### src/hw/rtl/bse_pkg.sv
// Shared types, constants and register codes for the burning ship escape-time block.
// No dependencies; every other file in hw/rtl imports this package.
`timescale 1ns / 1ps

package bse_pkg;

    // Default design parameters
    localparam int FRAC_BITS_DEF  = 28;
    localparam int COORD_BITS_DEF = 12;

    // Configuration port geometry
    localparam int CFG_ADDR_W = 3;
    localparam int CFG_DATA_W = 32;

    // Register field widths
    localparam int WIN_W   = 13;
    localparam int ZOOM_W  = 32;
    localparam int FOCUS_W = 16;
    localparam int ITER_W  = 16;

    // Zoom is Q8.24, so one unit of zoom is 2^24
    localparam int ZOOM_FRAC = 24;

    // Denominator width: 2 * window * 2^24
    localparam int DEN_W = WIN_W + 1 + ZOOM_FRAC;

    // Digit width of the serial multiplier
    localparam int MUL_DIG_W = 32;

    // Register indexes
    typedef logic [CFG_ADDR_W-1:0] t_cfg_addr;
    localparam t_cfg_addr CFG_WIDTH    = 3'd0;
    localparam t_cfg_addr CFG_HEIGHT   = 3'd1;
    localparam t_cfg_addr CFG_ZOOM     = 3'd2;
    localparam t_cfg_addr CFG_FOCUS_X  = 3'd3;
    localparam t_cfg_addr CFG_FOCUS_Y  = 3'd4;
    localparam t_cfg_addr CFG_MAX_ITER = 3'd5;

    // Register reset values
    localparam logic [WIN_W-1:0]  WIDTH_RST  = 13'd800;
    localparam logic [WIN_W-1:0]  HEIGHT_RST = 13'd600;
    localparam logic [ZOOM_W-1:0] ZOOM_RST   = 32'h0100_0000;
    localparam logic [ITER_W-1:0] ITER_RST   = 16'd100;

    // Controller states
    typedef enum logic [3:0] {
        S_IDLE,
        S_NUM_PROD,
        S_NUM_SUM,
        S_DIV_LOAD,
        S_DIV_STEP,
        S_DIV_DONE,
        S_MUL_LOAD,
        S_MUL_STEP,
        S_ROUND,
        S_UPDATE,
        S_FINISH
    } t_state;

    // Commands from controller to datapath
    typedef struct packed {
        logic in_load;
        logic num_prod;
        logic num_sum;
        logic div_load;
        logic div_step;
        logic c_load;
        logic mul_load;
        logic mul_step;
        logic mul_round;
        logic z_update;
        logic res_esc;
        logic res_limit;
        logic out_load;
    } t_cmd;

    // Status from datapath to controller
    typedef struct packed {
        logic esc;
        logic last;
        logic max_zero;
    } t_stat;

endpackage

### src/hw/rtl/bse_ctrl.sv
// Controller state machine: sequences mapping, division, the iteration loop and output.
// Depends on bse_pkg; drives bse_dp through t_cmd and reads t_stat.
`timescale 1ns / 1ps

module bse_ctrl
    import bse_pkg::*;
#(
    parameter int FRAC_BITS = FRAC_BITS_DEF
) (
    input  logic    i_clk,
    input  logic    i_rst_n,
    input  logic    i_in_valid,
    output logic    o_in_ready,
    output logic    o_out_valid,
    input  logic    i_out_ready,
    input  t_stat   i_stat,
    output t_cmd    o_cmd
);

    localparam int QW    = FRAC_BITS + 4;
    localparam int NDIG  = (QW + MUL_DIG_W - 1) / MUL_DIG_W;
    localparam int CNT_W = $clog2(QW);
    localparam logic [CNT_W-1:0] DIV_LAST = CNT_W'(QW - 1);
    localparam logic [CNT_W-1:0] MUL_LAST = CNT_W'(NDIG - 1);

    t_state           r_state;
    t_state           n_state;
    logic [CNT_W-1:0] r_cnt;
    logic [CNT_W-1:0] n_cnt;
    logic             r_out_valid;

    // State, step counter and output valid
    always_ff @(posedge i_clk) begin
        if (!i_rst_n) begin
            r_state     <= S_IDLE;
            r_cnt       <= '0;
            r_out_valid <= 1'b0;
        end else begin
            r_state <= n_state;
            r_cnt   <= n_cnt;
            if (o_cmd.out_load) begin
                r_out_valid <= 1'b1;
            end else if (i_out_ready) begin
                r_out_valid <= 1'b0;
            end
        end
    end

    // Next state
    always_comb begin
        n_state = r_state;
        n_cnt   = r_cnt;
        unique case (r_state)
            S_IDLE: begin
                if (i_in_valid) n_state = S_NUM_PROD;
            end
            S_NUM_PROD: n_state = S_NUM_SUM;
            S_NUM_SUM:  n_state = S_DIV_LOAD;
            S_DIV_LOAD: begin
                n_cnt   = '0;
                n_state = S_DIV_STEP;
            end
            S_DIV_STEP: begin
                if (r_cnt == DIV_LAST) begin
                    n_state = S_DIV_DONE;
                end else begin
                    n_cnt = r_cnt + CNT_W'(1);
                end
            end
            S_DIV_DONE: begin
                n_state = i_stat.max_zero ? S_FINISH : S_MUL_LOAD;
            end
            S_MUL_LOAD: begin
                n_cnt   = '0;
                n_state = S_MUL_STEP;
            end
            S_MUL_STEP: begin
                if (r_cnt == MUL_LAST) begin
                    n_state = S_ROUND;
                end else begin
                    n_cnt = r_cnt + CNT_W'(1);
                end
            end
            S_ROUND: n_state = S_UPDATE;
            S_UPDATE: begin
                n_state = (i_stat.esc || i_stat.last) ? S_FINISH : S_MUL_LOAD;
            end
            S_FINISH: begin
                if (!r_out_valid || i_out_ready) n_state = S_IDLE;
            end
            default: n_state = S_IDLE;
        endcase
    end

    // Commands; hold the input closed while reset is asserted
    always_comb begin
        o_cmd      = '0;
        o_in_ready = 1'b0;
        unique case (r_state)
            S_IDLE: begin
                o_in_ready    = i_rst_n;
                o_cmd.in_load = i_in_valid && i_rst_n;
            end
            S_NUM_PROD: o_cmd.num_prod = 1'b1;
            S_NUM_SUM:  o_cmd.num_sum  = 1'b1;
            S_DIV_LOAD: o_cmd.div_load = 1'b1;
            S_DIV_STEP: o_cmd.div_step = 1'b1;
            S_DIV_DONE: begin
                o_cmd.c_load    = 1'b1;
                o_cmd.res_limit = i_stat.max_zero;
            end
            S_MUL_LOAD: o_cmd.mul_load  = 1'b1;
            S_MUL_STEP: o_cmd.mul_step  = 1'b1;
            S_ROUND:    o_cmd.mul_round = 1'b1;
            S_UPDATE: begin
                o_cmd.res_esc   = i_stat.esc;
                o_cmd.res_limit = !i_stat.esc && i_stat.last;
                o_cmd.z_update  = !i_stat.esc && !i_stat.last;
            end
            S_FINISH: o_cmd.out_load = !r_out_valid || i_out_ready;
            default: ;
        endcase
    end

    assign o_out_valid = r_out_valid;

    // Divider step count stays within the quotient width
    a_div_cnt: assert property (@(posedge i_clk) disable iff (!i_rst_n)
        (r_state == S_DIV_STEP) |-> (r_cnt <= DIV_LAST))
        else $error("divider step count out of range");

    // An accepted pixel closes the input until its result is done
    a_one_pixel: assert property (@(posedge i_clk) disable iff (!i_rst_n)
        (i_in_valid && o_in_ready) |=> !o_in_ready)
        else $error("input accepted while a pixel is in flight");

    // The output register is loaded only when free or being drained
    a_no_overwrite: assert property (@(posedge i_clk) disable iff (!i_rst_n)
        o_cmd.out_load |-> (!r_out_valid || i_out_ready))
        else $error("pending result overwritten");

    // An escape ends the loop at once
    a_esc_finish: assert property (@(posedge i_clk) disable iff (!i_rst_n)
        (r_state == S_UPDATE && i_stat.esc) |=> (r_state == S_FINISH))
        else $error("escape did not end the iteration loop");

endmodule

### config.mk
export PLATFORM = sky130hd
export DESIGN_NAME = bse_ctrl
export DESIGN_NICKNAME = d
export VERILOG_FILES = /design/src/hw/rtl/bse_pkg.sv /design/src/hw/rtl/bse_ctrl.sv
export SDC_FILE = /design/constraint.sdc
export NUM_CORES = 1
export LEC_CHECK = 0
export ABC_AREA = 0
export BUFFER_PORTS_ARGS = -buffer_cell sky130_fd_sc_hd__buf_2
export CAP_MARGIN = 20
export CORE_MARGIN = 3
export CORE_UTILIZATION = 40
export CTS_BUF_LIST = sky130_fd_sc_hd__clkbuf_8 sky130_fd_sc_hd__clkbuf_16
export DETAILED_ROUTE_END_ITERATION = 12
export PLACE_DENSITY = 0.68
export SYNTH_ARGS = -nofsm -noshare
export SYNTH_HDL_FRONTEND = slang
export SYNTH_SLANG_ARGS = --single-unit
### constraint.sdc
create_clock -name i_clk -period 2.5 [get_ports i_clk]
set_input_delay 0.125 -clock i_clk [delete_from_list [all_inputs] [get_ports i_clk]]
set_output_delay 0.125 -clock i_clk [all_outputs]
set_load 0.02 [all_outputs]
* After elaboration in Yosys (flattened, before gate mapping)
Index checks and enable logic that the tools add are counted.
** Storage, ports and cells
- Word-level logic and storage cells :: 61
- Bits in registers :: 10
- Output and inout bits :: 15
- Input bits :: 7
** Operators by class
- Reductions and logical operators :: 15
- Add/sub/neg operators :: 1
- Eq/ne operators :: 17
- Multiplexer cells :: 25
** Operators by type and width (count)
- 4-bit case mux with 11 select lines :: 1
- 4-bit two-way mux :: 6
- 4-bit by 3-bit equality test with 1-bit output, second input constant :: 4
- 5-bit case mux with 3 select lines :: 1
- 1-bit two-way mux :: 13
- 4-bit equality test, second input constant :: 3
- 2-bit inequality test, second input constant :: 6
- 5-bit two-way mux :: 2
- 4-bit by 2-bit equality test with 1-bit output, second input constant :: 2
- 5-bit by 1-bit adder with 5-bit output, second input constant :: 1
- 5-bit equality test, second input constant :: 1
- 5-bit zero test :: 1
- 4-bit by 1-bit equality test with 1-bit output, second input constant :: 1
- 4-bit zero test :: 1
- 4-bit AND reduction :: 1
- 1-bit logical AND :: 3
- 1-bit zero test :: 3
- 3-bit AND reduction :: 1
- 3-bit nonzero test :: 1
- 1-bit logical OR :: 2
- 2-bit two-way mux :: 1
- 1-bit case mux with 2 select lines :: 1
- 2-bit nonzero test :: 1
- 2-bit OR reduction :: 1

* Depth between registers and ports, before layout
- Word-level depth :: 4
- Depth in mapped cells :: 8
- Depth with buffers taken out :: 7

* Worst setup path after synthesis
OpenSTA, ideal clock, no wires.
- Path type :: flip-flop to flip-flop
- From :: register r_cnt[0]
- To :: register r_cnt[3]
- Buffers on the path :: 1
- Arrival time :: 2106 ps
- Path slack :: 324 ps
- Clock period less this slack :: 2176 ps
- Library setup time :: 70 ps
- Stages on the path, launching flop included :: 9
- Data required time :: 2430 ps
- Path through :: dfxtp_1 ha_1 and3_1 ha_1 nor2b_1 or4_1 clkbuf_2 or4_1 a21oi_1
** Between the ends
- Cells in the longest elaborated chain, start to end :: 3
- Elaborated cells between the ends (all ways) :: 9
- Classes of those cells :: add/sub (1); eq/ne (3); mux (3); reduce/logical (2)
** RTL lines
- from (decl) :: RTL line bse_ctrl.sv:28 : logic [CNT_W-1:0] r_cnt;
- from (signal assigned) :: RTL line bse_ctrl.sv:40 : r_cnt <= n_cnt;
- 5-bit by 1-bit adder with 5-bit output (tied with other cells) :: RTL line bse_ctrl.sv:67, bse_ctrl.sv:81
- 5-bit two-way mux (tied with other cells) :: RTL line bse_ctrl.sv:78 : if (r_cnt == MUL_LAST) begin
- 5-bit case mux with 3 select lines / 3-bit AND reduction (equally long branches)
Several ways; a longest one is shown, not always the timed one. The select of a mux whose other input is x is not followed.
A chain may end at the register's enable or synchronous reset.

* Worst setup path in the final report
Same ends and word-level chain as after synthesis.

==> results.toml <==
[clocking]
cts_sinks = 10
cts_buffers = 3
clkLatencyLatePin_ps = 240
clock-root-buffer = "clkbuf_8"
cts.clk_slew.worst_paths_ps = 50
hold_buffers = 0
htreeDepth = 1
cts_setup_buffers = 0
ctsResizeCount = 0
clockBufferDepth = 2
cts_tree = "built"

[worst_setup_path]
crit_end = "r_cnt[3]"
end_kind = "register"
critical_path_class = "reg2reg"
reg2reg_setup_slack_ps = 170
startpoint_type = "register"
r2r_end = "r_cnt[3]"
crit_fanout = 7
crit_required_ps = 2670
r2r_cells = 7
r2r_start = "r_cnt[0]"
crit_start = "r_cnt[0]"
crit_arrival_ps = 2500

[logic_synthesis]
ys_seq_area_frac = 0.261
synth_area_um2 = 768
synth_cells = 105
ys_warn_count = 0
ys_types = 37
avgSynthCellArea_um2 = 7.32
syn_nets = 115
synth-seq-cells = 10

[layout]
final_nets = 140
filler_cell_count = 175
syn_to_final_growth_pct = 25.6
design_area_um2 = 965
regArea_um2 = 200
multi_input_area_um2 = 509
fin_util = 0.547
drive_gt1_frac = 0.240
antenna_cells = 0

[grt]
overflow = 0
grt_pass1_wl_um = 3280
grt_pass1_vias = 784
antenna_found_initial = 0
grt_max_degree = 18
grt_usage = 0.168

[sta]
worstMarginPinSlew_ps = 544
drv_slew = 0
hold_viol = 0
setup_viol = 0
fmax_mhz = 430
whs_ps = 206
post-route-period-util = 0.931
worst_slack_ps = 174
skew_ps = 0.574
grt_setup_unrepaired = "false"
finalCriticalPeriod_ps = 2330
fin_tns_setup_ps = 0
slew_headroom = 0.634

[detailed_routing]
drc = 0
dr.pass1.iters = 5
drtIter0Drc = 17
final_antenna_net_count = 0
vias_per_cell = 5.70
wirelength_um = 2000
vias = 878
wl_per_cell_um = 13.0

[floorplan]
coreArea_mm2 = 0.00176
die_area_mm2 = 0.00248
row_count = 15
ios = 22
fp.dieW_um = 49.8
dieHeight_um = 49.8
start_util = 0.435

[placement]
portBuffers = 21
dpl_worst_slack_ps = 211
dpl.hpwl_um = 1550
placed_cell_area_um2 = 910
gp_congestion = 0.869

[outcome]
outcome = "finished, final reports clean"

[pwr]
power.leakage_nw = 0.408
ir_worst_vdd_mv = 0.519
power_density_mw_per_mm2 = 742

[hold_path]
hold_class = "in2reg"
hold_start = "i_out_ready"

[run]
maxCapViolCount = 0
-- cells in the mapped netlist --
cell type,count,area share
nor3_1,7,0.046
o21a_1,1,0.0098
ha_1,3,0.049
o32ai_1,1,0.011
and3_1,2,0.016
a22o_1,1,0.011
dfxtp_1,10,0.26
a31oi_1,1,0.0081
clkbuf_1,3,0.015
nand2_1,3,0.015
o21ai_0,4,0.026
o22a_1,1,0.011
o311a_1,1,0.013
nand4_1,1,0.0081
o311ai_0,1,0.011
inv_1,7,0.034
clkbuf_2,1,0.0065
a21oi_1,11,0.072
o22ai_1,1,0.0081
nor2b_1,5,0.041
buf_2,1,0.0065
nand3_1,6,0.039
nor2_2,1,0.0081
nand2b_1,7,0.057
o2bb2ai_1,1,0.011
or4_1,4,0.039
nor4b_1,1,0.011
nand3b_1,1,0.0098
nor3b_1,1,0.0098
o31ai_1,3,0.029
a211oi_1,1,0.0098
and2_1,1,0.0081
or2b_1,1,0.0098
o211ai_1,1,0.0098
nor4_1,3,0.024
buf_6,1,0.015
nor2_1,6,0.029
-- cell type report --
class                      instances  share of cell area
clock buffer                       4              0.0571
inverter                           7              0.0272
multi-input combinational         82               0.528
sequential                        10               0.208
tap                               25              0.0324
timing repair buffer              26               0.148
-- through the flow --
step / total power [mW] / std cells
final: 0.716 / 154
after CTS: 0.719 / 154
after global routing: 0.764 / 154
after floorplan: 0.432 / 105
after global placement: 0.505 / 150
after detailed placement: 0.509 / 150
-- state kept, by name, summed over array words and instances (netlist names) --
signal	cells
r_cnt	5
r_state	4
o_out_valid	1
-- worst max-delay path, cell delays in order (launching register included) --
cell and delay, ps:
dfxtp_1 330, ha_1 210, and3_1 180, ha_1 200, nor2b_1 140, or4_1 540, or4_1 510, a21oi_1 140
-- per-layer routing --
metal | part of all wire | track usage | vias to the layer above
li1 | - | - | 435
met1 | 0.43 | 0.201 | 415
met2 | 0.53 | 0.297 | 28
met3 | 0.046 | 0.0483 | 0
met4 | 0 | 0.0323 | 0
met5 | 0 | 0 | -
-- worst min-delay path by stage --
stage | endpoint | slack (ps) | cells past startpoint
after floorplan | r_state[1] | 260 | 2
after CTS | o_out_valid | 210 | 3
after global routing | o_out_valid | 230 | 3
final | o_out_valid | 210 | 3
after detailed placement | r_state[0] | 460 | 2
after global placement | r_state[0] | 440 | 2
-- where the power goes --
part           internal, mW  switching (mW)  leakage (nW)
Clock                 0.139          0.0676        0.0288
Sequential            0.180          0.0231        0.0814
Combinational         0.115           0.191         0.297
Total                 0.434           0.281         0.408
-- placed cells by master, fill, tap and decap left out, types with 2 or more instances in the layout --
master    Yosys  final
dfxtp_1      10     10
buf_4         0      5
o31ai_1       3      3
inv_1         7      7
nor3_1        7      7
nor2b_1       5      5
o21ai_0       4      4
and3_1        2      2
or4_1         4      4
ha_1          3      3
nand2b_1      7      7
nor4_1        3      3
nand3_1       6      6
nor2_1        6      6
clkbuf_8      0      4
a21oi_1      11     11
buf_2         1     21
nand2_1       3      3
-- cell families after synthesis --
logic type,count (synthesis),share of synthesized area
and+or+nand+nor,50,0.371
buffers and inverters,13,0.0765
adders and majority gates,3,0.0489
AOI/OAI and AO/OA,29,0.243
DFF,10,0.261
(Power assumes the default switching activity.)
